--- config.mk ---
export PLATFORM = sky130hd
export DESIGN_NAME = mprf_slot_table
export DESIGN_NICKNAME = d
export VERILOG_FILES = /design/src/rtl/multi_pipe_ring_fifo_table_assert.svh /design/src/rtl/mprf_pkg.sv /design/src/rtl/mprf_slot_table.sv
export SDC_FILE = /design/constraint.sdc
export NUM_CORES = 1
export LEC_CHECK = 0
export ABC_AREA = 1
export BUFFER_PORTS_ARGS = -buffer_cell sky130_fd_sc_hd__buf_2
export CAP_MARGIN = 40
export CORE_MARGIN = 1
export CORE_UTILIZATION = 40
export CTS_BUF_LIST = sky130_fd_sc_hd__clkbuf_16
export CTS_CLUSTER_SIZE = 12
export DETAILED_ROUTE_END_ITERATION = 16
export PLACE_DENSITY = 0.55
export SLEW_MARGIN = 25
export SYNTH_ARGS = -nofsm -noshare
export SYNTH_HDL_FRONTEND = slang
export SYNTH_SLANG_ARGS = --single-unit
--- constraint.sdc ---
create_clock -name clk_i -period 9.31 [get_ports clk_i]
set_input_delay 2.3275 -clock clk_i [delete_from_list [all_inputs] [get_ports clk_i]]
set_output_delay 2.3275 -clock clk_i [all_outputs]
set_load 0.02 [all_outputs]
--- src/rtl/multi_pipe_ring_fifo_table_assert.svh ---
// assertion macros for the multi pipe ring fifo table rtl
// expects clk_i and rst_ni in the scope of every use
`ifndef MULTI_PIPE_RING_FIFO_TABLE_ASSERT_SVH
`define MULTI_PIPE_RING_FIFO_TABLE_ASSERT_SVH

`ifndef ASSERT_OFF
// property must hold at every clock edge out of reset
`define MPRF_ASSERT(lbl, prop) \
  lbl: assert property (@(posedge clk_i) disable iff (!rst_ni) (prop)) \
    else $error("mprf assertion failed");
// condition must never be true out of reset
`define MPRF_ASSERT_NEVER(lbl, expr) \
  lbl: assert property (@(posedge clk_i) disable iff (!rst_ni) !(expr)) \
    else $error("mprf forbidden condition seen");
`else
`define MPRF_ASSERT(lbl, prop)
`define MPRF_ASSERT_NEVER(lbl, expr)
`endif

`endif

--- src/rtl/mprf_pkg.sv ---
// shared constants, types and helpers of the multi pipe ring fifo table
// no dependencies
package mprf_pkg;

  localparam int unsigned NUM_PIPES  = 8;
  localparam int unsigned BUF_DEPTH  = 256;
  localparam int unsigned RING_DEPTH = NUM_PIPES * BUF_DEPTH;

  localparam int unsigned SLOT_W  = (NUM_PIPES > 1) ? $clog2(NUM_PIPES) : 1;
  localparam int unsigned PTR_W   = $clog2(BUF_DEPTH);
  localparam int unsigned FILL_W  = $clog2(BUF_DEPTH + 1);
  localparam int unsigned ADDR_W  = $clog2(RING_DEPTH);
  localparam int unsigned ID_W    = 16;
  localparam int unsigned BYTE_W  = 8;
  localparam int unsigned USERS_W = 8;
  localparam int unsigned REQ_W   = 3;
  localparam int unsigned STAT_W  = 2;

  localparam logic [USERS_W-1:0] USERS_MAX = '1;
  localparam logic [BYTE_W-1:0]  TAB_BYTE  = 8'h09;

  typedef enum logic [REQ_W-1:0] {
    REQ_OPEN      = 3'd0,
    REQ_WRITE     = 3'd1,
    REQ_READ      = 3'd2,
    REQ_CLOSE     = 3'd3,
    REQ_CLOSE_ALL = 3'd4
  } req_e;

  typedef enum logic [STAT_W-1:0] {
    ST_OK          = 2'd0,
    ST_NOT_FOUND   = 2'd1,
    ST_TABLE_FULL  = 2'd2,
    ST_WOULD_BLOCK = 2'd3
  } status_e;

  typedef enum logic [1:0] {
    FSM_IDLE   = 2'd0,
    FSM_EXEC   = 2'd1,
    FSM_RDWAIT = 2'd2
  } fsm_e;

  typedef struct packed {
    logic               valid;
    logic [ID_W-1:0]    id;
    logic [USERS_W-1:0] users;
    logic [PTR_W-1:0]   rd_ptr;
    logic [PTR_W-1:0]   wr_ptr;
    logic [FILL_W-1:0]  fill;
  } slot_t;

  // lookup result of the slot table for the current id
  typedef struct packed {
    logic              hit;
    logic [SLOT_W-1:0] hit_idx;
    logic              free_ok;
    logic [SLOT_W-1:0] free_idx;
    slot_t             entry;
  } lookup_t;

  // update command into the slot table
  typedef struct packed {
    logic              we;
    logic              clear_all;
    logic [SLOT_W-1:0] idx;
    slot_t             entry;
  } tbl_upd_t;

  function automatic logic [PTR_W-1:0] ptr_inc(input logic [PTR_W-1:0] ptr);
    logic [PTR_W-1:0] nxt;
    nxt = (ptr == PTR_W'(BUF_DEPTH - 1)) ? '0 : ptr + PTR_W'(1);
    return nxt;
  endfunction

  function automatic logic [ADDR_W-1:0] ring_addr(input logic [SLOT_W-1:0] idx,
                                                  input logic [PTR_W-1:0]  ptr);
    logic [ADDR_W-1:0] base;
    base = ADDR_W'(idx) * ADDR_W'(BUF_DEPTH);
    return base + ADDR_W'(ptr);
  endfunction

endpackage

--- src/rtl/mprf_slot_table.sv ---
// pipe descriptor table: id match, free slot search and entry update
// depends on mprf_pkg
module mprf_slot_table (
  input  logic                        clk_i,
  input  logic                        rst_ni,
  input  logic [mprf_pkg::ID_W-1:0]   id_i,
  input  mprf_pkg::tbl_upd_t          upd_i,
  output mprf_pkg::lookup_t           lookup_o
);

  mprf_pkg::slot_t slots_q [mprf_pkg::NUM_PIPES];

  // lowest matching slot and lowest free slot win
  always_comb begin
    lookup_o = '0;
    for (int k = mprf_pkg::NUM_PIPES - 1; k >= 0; k--) begin
      if (slots_q[k].valid && (slots_q[k].id == id_i)) begin
        lookup_o.hit     = 1'b1;
        lookup_o.hit_idx = mprf_pkg::SLOT_W'(k);
      end
      if (!slots_q[k].valid) begin
        lookup_o.free_ok  = 1'b1;
        lookup_o.free_idx = mprf_pkg::SLOT_W'(k);
      end
    end
    lookup_o.entry = slots_q[lookup_o.hit_idx];
  end

  always_ff @(posedge clk_i or negedge rst_ni) begin
    if (!rst_ni) begin
      for (int k = 0; k < mprf_pkg::NUM_PIPES; k++) begin
        slots_q[k] <= '0;
      end
    end else if (upd_i.clear_all) begin
      for (int k = 0; k < mprf_pkg::NUM_PIPES; k++) begin
        slots_q[k].valid <= 1'b0;
      end
    end else if (upd_i.we) begin
      slots_q[upd_i.idx] <= upd_i.entry;
    end
  end

endmodule

* Word-level counts from Yosys, hierarchy flattened
Cells that the tools add are included.
W data, S select, Z words.
** Storage, ports and cells
- Logic and storage cells :: 104
- Bits of input ports :: 73
- Output and inout bits :: 58
- Flip-flop bits (word level) :: 400
** Cells by class
- Bitwise logic cells :: 3
- Equal/unequal tests :: 8
- Multiplexer cells :: 31
- $lt $le $gt $ge :: 3
- Reductions and logical operators :: 11
** Operators with widths (count)
- $bwmux W400 :: 1
- $mux W400 :: 1
- $bmux W50 S3 :: 1
- $demux W50 S3 :: 1
- $mux W50 :: 3
- $eq A16 B16 Y1 :: 8
- $mux W4 :: 16
- $logic_and A1 B1 Y1 :: 9
- $ge A4 B4 Y1 const B :: 2
- $mux W1 :: 8
- $not A3 Y4 :: 2
- $lt A4 B1 Y1 const B :: 1
- $reduce_and A2 Y1 :: 1
- $reduce_bool A2 Y1 :: 1
- $not A1 Y1 :: 1

* Depth between registers and ports, before layout
Gate-level depths: netlist (run 1).
- Word-level depth :: 14
- Depth in mapped cells :: 23
- Depth with buffers taken out :: 20

* Least setup slack after synthesis (run 1)
No wires, ideal clock.
- Path kind :: input to output
- Start point :: input id_i[8] (netlist bit)
- End point :: output lookup_o[15] (netlist bit)
- Path slack :: 2.850 ns
- Stages :: 13
- Required time :: 6.983 ns
- Data arrival time :: 4.133 ns
- Path buffers :: 2
- Path through :: buf_2 -> xnor2_1 -> o2111ai_1 -> nor4_2 -> nand3_2 -> nand2_2 -> inv_2 -> nand2_4 -> buf_1 -> nand3_1 -> nand2_1 -> nand2_1 -> nand2_1
** RTL lines
- start, declared :: RTL line mprf_slot_table.sv:6 : input logic [mprf_pkg::ID_W-1:0] id_i,
- end, declared :: RTL line mprf_slot_table.sv:8 : output mprf_pkg::lookup_t lookup_o

==> impl_metrics.csv, run 1 <==
group,metric,value,unit
setup_path,path_max_fanout,60,
pwr,p_int,3.69,mW
setup_path,worstPathArrival,5.69,ns
layout,nets,3418,
yosys,async_reset_ff_frac,1.00,
setup_path,required,6.98,ns
setup_path,path_buf_inv,4,
floorplanning,num_rows,87,
routing,drcViolationCount,0,
global_route,track_usage,0.288,
routing,wl,85300,um
run_status,status,"finished clean",
global_route,grt_pass1_vias,21500,
pwr,pwr-share-comb,0.232,
timing,setup_viol_count_final,0,
clock_network,clockRootBuffer,"clkbuf_16",
global_route,grt_pass1_wl,131000,um
timing,min_period_over_period,0.861,
setup_path,critPathMaxStageDelay,0.39,ns
clock_network,tritoncts,"yes",
floorplanning,dieArea,58800,um^2
timing,rsz0062_at_grt,"false",
layout,final_layout_size_suffix_gt1_frac,0.0804,
timing,fin_crit,8.02,ns
global_route,grt_overflow,0,
layout,reg.largest.list,"slots_q: 400 flops",
pwr,swShare,0.339,
layout,regMostFlops,"slots_q",
timing,setup_ws,1.29,ns
placed_design,dp_slack,1.38,ns
global_route,grt_max_degree,175,
setup_path,path_delay_family,"simple AND/OR/NAND/NOR gates",
setup_path,critical_path_class,"input pin to output port",
yosys,synth.most_common_cell,"nand2_1",
layout,final_cell_count_no_fill,4144,
yosys,dominantRegCellSynth,"dfrtp_1",
routing,drtIter0Drc,1998,
timing,slew_viol_final,0,
clock_network,clk_latency,0.58,ns
clock_network,ctsHoldBuffers,0,
hold_path,worstHoldPathType,"flop to flop",
timing,hold_viol,0,
yosys,synth_nets,3394,
floorplanning,initial_core_util,0.407,
layout,largest_reg_flops,400,
clock_network,cts_buffer_depth,3,
pwr,net-switching-power,1.90,mW
timing,max_slew_margin,0.411,
setup_path,crit_top_cell,"nand2_1",
pwr,seq_power_share,0.419,
pwr,vdd_drop_max,0.000148,V
timing,max_freq,125,MHz
clock_network,path_clk_slew,0.05,ns
placed_design,hpwl,57700,um
yosys,netlist.area_leader.share,0.433,
floorplanning,die_y,243,um
flow_run,cap_violations,0,
layout,syn_to_final_growth,12.1,%
yosys,synth_common_cells,"1038 x nand2_1, 455 x inv_1, 412 x o21ai_0",
clock_network,cts_resized,0,
routing,first_pass_iters,6,
yosys,synth_edf_count,0,
yosys,syn_area_per_cell,6.97,um^2
yosys,synth_seq_area_share,0.433,
timing,tightestPinTransition,0.883,ns
timing,finalSetupTns,0,ns
floorplanning,coreArea,56800,um^2
routing,vias_per_cell,5.39,
yosys,synthTopCellsByArea,"dfrtp_1 43%, nand2_1 17%, o21ai_0 8.9%, nand3_1 8.5%, inv_1 7.4%",
pwr,p_per_area,215,nW/um^2
yosys,synth-seq-cells,400,
placed_design,gp_congestion,1.03,
yosys,yosysUniqueCellTypes,44,
clock_network,cts_setup_buffers,0,
setup_path,crit_path_end_kind,"output port",
pwr,p_leak,13.5,nW
yosys,synth_area,23100,um^2
routing,wl_per_cell,20.6,um
routing,dr_total_vias,22300,
routing,ant_nets,0,
placed_design,dp_cells,4049,
floorplanning,die_w,243,um
clock_network,clkSinkCount,400,
floorplanning,ios,131,
pwr,p_clk_frac,0.348,
setup_path,critPathSlowestCell,"buf_4",
timing,skew,0,ns
yosys,synth_top_area_cell,"dfrtp_1",
setup_path,startpoint_type,"input pin",
yosys,synthCells,3321,
global_route,grt_antenna_before_repair,7,
clock_network,cts-htree-levels,2,
yosys,yosysWarnings,0,
clock_network,numCtsBuffers,48,
placed_design,io_buffers,130,
setup_path,worstPathCellList,"buf_2 -> inv_2 -> nand2_1 -> nand3_1 -> nor2_1 -> nor3b_1 -> nand3_1 -> nand2_1 -> nand2_1 -> nand2_1 -> nand2_2 -> nand2_8 -> nand2_8 -> buf_4 -> nand2_1 -> nand3_1 -> nand2_1 -> nand2_1 -> nand2_1 -> buf_2",
[power by group through the flow]
stage / combinational [mW] / sequential, mW / clock, mW
floorplan: 0.881 / 2.28 / 0
global placement: 1.27 / 2.35 / 0
detailed placement: 1.28 / 2.36 / 0
CTS: 1.29 / 2.33 / 1.99
global route: 1.47 / 2.38 / 2.05
finish: 1.30 / 2.34 / 1.94
[path summary, 6_finish.rpt]
path                                           from                  endpoint  slack [ns]  cells after the start
min reg2reg                 slots_q[28]$_DFFE_PN0P_   slots_q[28]$_DFFE_PN0P_        0.48                      2
max in group asynchronous                    rst_ni  slots_q[221]$_DFFE_PN0P_        6.12                      3
max reg2reg                slots_q[249]$_DFFE_PN0P_  slots_q[249]$_DFFE_PN0P_        8.24                      2
max                                         id_i[1]              lookup_o[25]        1.29                     20
min                         slots_q[28]$_DFFE_PN0P_   slots_q[28]$_DFFE_PN0P_        0.48                      2
min in group asynchronous                    rst_ni  slots_q[191]$_DFFE_PN0P_        1.69                      1
[placed cells by master, fill, tap and decap left out, types with 6 or more instances in the layout]
cell type,count
a21oi_1,8
o21ai_0,412
nand2_1,1036
dfrtp_1,400
o2111ai_1,6
clkinv_2,11
nand4_1,60
inv_2,12
xnor2_1,13
nor3_1,41
nand3b_1,76
clkinv_1,13
inv_1,461
buf_4,26
nor2_1,117
nor4_1,30
bufinv_16,7
xor2_1,22
clkbuf_16,49
nand3_1,391
buf_2,129
[per-stage QoR]
step | power, mW | util | hold WS (ns) | area, um^2
floorplan | 3.16 | - | 0.444 | 23100
global placement | 3.62 | 0.426 | 0.457 | 24200
detailed placement | 3.64 | 0.427 | 0.465 | 24300
CTS | 5.61 | 0.455 | 0.479 | 25900
global route | 5.90 | 0.457 | 0.492 | 25900
finish | 5.58 | 0.457 | 0.478 | 25900
[final cells by class]
| cell class | count | area (um^2) |
|---|---|---|
| clock buffers | 49 | 1230 |
| well taps | 756 | 946 |
| multi-input cells | 2260 | 10500 |
| clock inverters | 40 | 399 |
| flip-flops and latches | 400 | 10000 |
| diodes | 4 | 10.0 |
| inverters | 471 | 1770 |
| fillers | 5980 | 30900 |
| repair buffers | 164 | 1040 |
[layer usage]
metal / up-vias / GRT usage / part of all wire
met3: 144 / 0.0483 / 0.069
met5: - / 0 / 0.00050
met1: 10800 / 0.390 / 0.44
met2: 812 / 0.471 / 0.47
met4: 6 / 0.0812 / 0.025
li1: 10600 / - / -
[worst min-delay path: cells and delay by family (launching register included)]
kind | cells | cell delay (ns)
compound gates | 1 | 0.06
simple gates | 1 | 0.05
flops | 1 | 0.33
[cell families (layout without fill, tap and decap cells)]
| logic type | Yosys count | in the layout | synth area share |
|---|---|---|---|
| xor gates and xnor gates | 35 | 35 | 0.0132 |
| other | 0 | 4 | 0 |
| DFF | 400 | 400 | 0.433 |
| buffers and inverters | 661 | 724 | 0.117 |
| AOI/OAI and AO/OA | 437 | 437 | 0.0964 |
| and+or+nand+nor | 1788 | 1788 | 0.341 |
Note: power is estimated with default switching activity, not from simulation.
==> inputs of run 2 (changes only) <==
--- a/config.mk
+++ b/config.mk
@@ -13,7 +13,7 @@
 export CTS_BUF_LIST = sky130_fd_sc_hd__clkbuf_16
 export CTS_CLUSTER_SIZE = 12
 export DETAILED_ROUTE_END_ITERATION = 16
-export PLACE_DENSITY = 0.55
+export PLACE_DENSITY = 0.52
 export SLEW_MARGIN = 25
 export SYNTH_ARGS = -nofsm -noshare
 export SYNTH_HDL_FRONTEND = slang
==> run 2 against run 1 <==
Effect of this change:
- critical path depth shrank 2
- fmax fell by 5.9%
- power fell by 3.2%
- sequential share of layout area grew 0.20 points
- global-route usage rose by 1.1 points
- critical endpoint is now lookup_o[20]
- die area is the same
- count of clock-buffer cells in the layout shrank 1
- largest cell class unchanged
==> impl_metrics.csv, run 2 (synthesis results as in run 1) <==
group,metric,value,unit
run_status,status,"finished clean",
setup_path,path_max_fanout,52,
timing,rsz0062_at_grt,"false",
timing,skew,0,ns
routing,drtIter0Drc,2068,
layout,final_util,0.454,
routing,dr_total_vias,22300,
floorplanning,die_w,243,um
setup_path,required,6.98,ns
routing,vias_per_cell,5.39,
timing,slew_viol_final,0,
setup_path,endpoint,"lookup_o[20]",
timing,hold_viol,0,
routing,ant_nets,0,
floorplanning,die_y,243,um
clock_network,numCtsBuffers,47,
pwr,pwr-share-comb,0.244,
timing,setup_viol_count_final,0,
pwr,seq_power_share,0.430,
routing,first_pass_iters,8,
global_route,grt_overflow,0,
clock_network,clk_latency,0.59,ns
setup_path,crit_start,"id_i[11]",
setup_path,path_buf_inv,8,
setup_path,crit_path_end_kind,"output port",
setup_path,path_delay_family,"buffers and inverters",
setup_path,r2r_slack,8.20,ns
clock_network,tritoncts,"yes",
setup_path,r2r_cells,2,
global_route,track_usage,0.298,
pwr,net-switching-power,1.88,mW
clock_network,ctsHoldBuffers,0,
layout,final_cell_mix,"1036 x nand2_1, 462 x inv_1, 412 x o21ai_0, 400 x dfrtp_1, 391 x nand3_1",
floorplanning,num_rows,87,
setup_path,critPathMaxStageDelay,0.60,ns
routing,drcViolationCount,0,
pwr,p_clk_frac,0.326,
layout,final_common_cell,"nand2_1",
global_route,grt_pass1_vias,21500,
layout,regMostFlops,"slots_q",
floorplanning,dieArea,58800,um^2
clock_network,clkSinkCount,400,
setup_path,worstReg2RegEnd,"slots_q[249]$_DFFE_PN0P_",
floorplanning,ios,131,
layout,syn_to_final_growth,11.6,%
timing,tightestPinTransition,1.47,ns
global_route,grt_antenna_before_repair,9,
placed_design,gp_congestion,1.02,
layout,reg.largest.list,"slots_q: 400 flops",
pwr,p_int,3.53,mW
setup_path,cp_num_cells,18,
timing,fin_crit,8.52,ns
routing,wl_per_cell,21.2,um
global_route,grt_pass1_wl,134000,um
timing,max_slew_margin,0.0232,
setup_path,worstPathArrival,6.20,ns
flow_run,cap_violations,0,
hold_path,worstHoldPathType,"flop to flop",
timing,finalSetupTns,0,ns
clock_network,path_clk_slew,0.06,ns
floorplanning,coreArea,56800,um^2
pwr,swShare,0.348,
setup_path,critical_path_class,"input pin to output port",
routing,wl,88000,um
layout,final_layout_size_suffix_gt1_frac,0.0798,
clock_network,cts-htree-levels,2,
setup_path,critPathSlowestCell,"buf_4",
global_route,grt_max_degree,197,
floorplanning,initial_core_util,0.407,
layout,fillers,6105,
placed_design,io_buffers,130,
pwr,p_per_area,210,nW/um^2
placed_design,hpwl,59400,um
layout,largest_reg_flops,400,
timing,max_freq,117,MHz
clock_network,clockRootBuffer,"clkbuf_16",
pwr,vdd_drop_max,0.000139,V
clock_network,cts_buffer_depth,3,
setup_path,startpoint_type,"input pin",
pwr,p_leak,13.4,nW
setup_path,worst_r2r_startpoint,"slots_q[249]$_DFFE_PN0P_",
clock_network,cts_resized,0,
setup_path,worstPathCellList,"buf_2 -> inv_1 -> nor2_1 -> inv_1 -> nand4_1 -> nor4_2 -> nand3_4 -> buf_4 -> nand2_2 -> inv_2 -> nand2_4 -> inv_4 -> buf_12 -> nand3_1 -> nand2_1 -> nand2_1 -> nand2_1 -> buf_2",
timing,min_period_over_period,0.916,
clock_network,cts_setup_buffers,0,
setup_path,crit_top_cell,"nand2_1",
layout,nets,3420,
## run 2: through the flow
| stage | instances | cell area, um^2 | worst slack, ns | power [mW] | hold slack (ns) |
|---|---|---|---|---|---|
| 2_1_floorplan | 3321 | 23100 | 2.85 | 3.16 | 0.444 |
| 3_3_place_gp | 4050 | 24300 | 0.793 | 3.64 | 0.457 |
| 3_5_place_dp | 4053 | 24300 | 0.837 | 3.65 | 0.464 |
| 4_1_cts | 4139 | 25800 | 0.838 | 5.44 | 0.478 |
| 5_1_grt | 4141 | 25800 | 0.632 | 5.73 | 0.490 |
| 6_report | 4144 | 25800 | 0.786 | 5.41 | 0.474 |
## run 2: final cells by class
class,count,area (um^2),share of cell area
repair buffers,167,1070,0.0414
well taps,756,946,0.0366
diodes,4,10.0,0.000388
flip-flops and latches,400,10000,0.388
inverters,471,1770,0.0687
multi-input cells,2260,10500,0.408
clock inverters,38,258,0.00999
clock buffers,48,1200,0.0465
## run 2: power by group through the flow
stage	Clock, mW	Combinational (mW)	Sequential (mW)
after floorplan	0	0.881	2.28
after global placement	0	1.30	2.34
after detailed placement	0	1.31	2.35
after CTS	1.81	1.31	2.32
after global routing	1.87	1.49	2.36
final	1.77	1.32	2.32
## run 2: tightest hold or removal path, stage by stage, from the launching register on
cell	delay [ns]
dfrtp_1	0.34
nand2_1	0.05
o21ai_0	0.05
## run 2: how the worst min path moves through the flow
stage / cells after the start / slack [ns] / from / to
after floorplan: 2 / 0.44 / slots_q[0]$_DFFE_PN0P_ / slots_q[0]$_DFFE_PN0P_
after global routing: 2 / 0.49 / slots_q[312]$_DFFE_PN0P_ / slots_q[312]$_DFFE_PN0P_
after global placement: 2 / 0.46 / slots_q[322]$_DFFE_PN0P_ / slots_q[322]$_DFFE_PN0P_
after detailed placement: 2 / 0.46 / slots_q[16]$_DFFE_PN0P_ / slots_q[16]$_DFFE_PN0P_
final: 2 / 0.47 / slots_q[328]$_DFFE_PN0P_ / slots_q[328]$_DFFE_PN0P_
after CTS: 2 / 0.48 / slots_q[16]$_DFFE_PN0P_ / slots_q[16]$_DFFE_PN0P_
## run 2: routing by layer
layer | up-vias | wire length (um) | global-route usage | part of all wire
met1 | 10800 | 39800 | 0.418 | 0.45
met2 | 752 | 39600 | 0.472 | 0.45
li1 | 10600 | - | - | -
met4 | 10 | 2800 | 0.101 | 0.032
met5 | - | 65 | 0 | 0.00074
met3 | 163 | 5680 | 0.0404 | 0.065
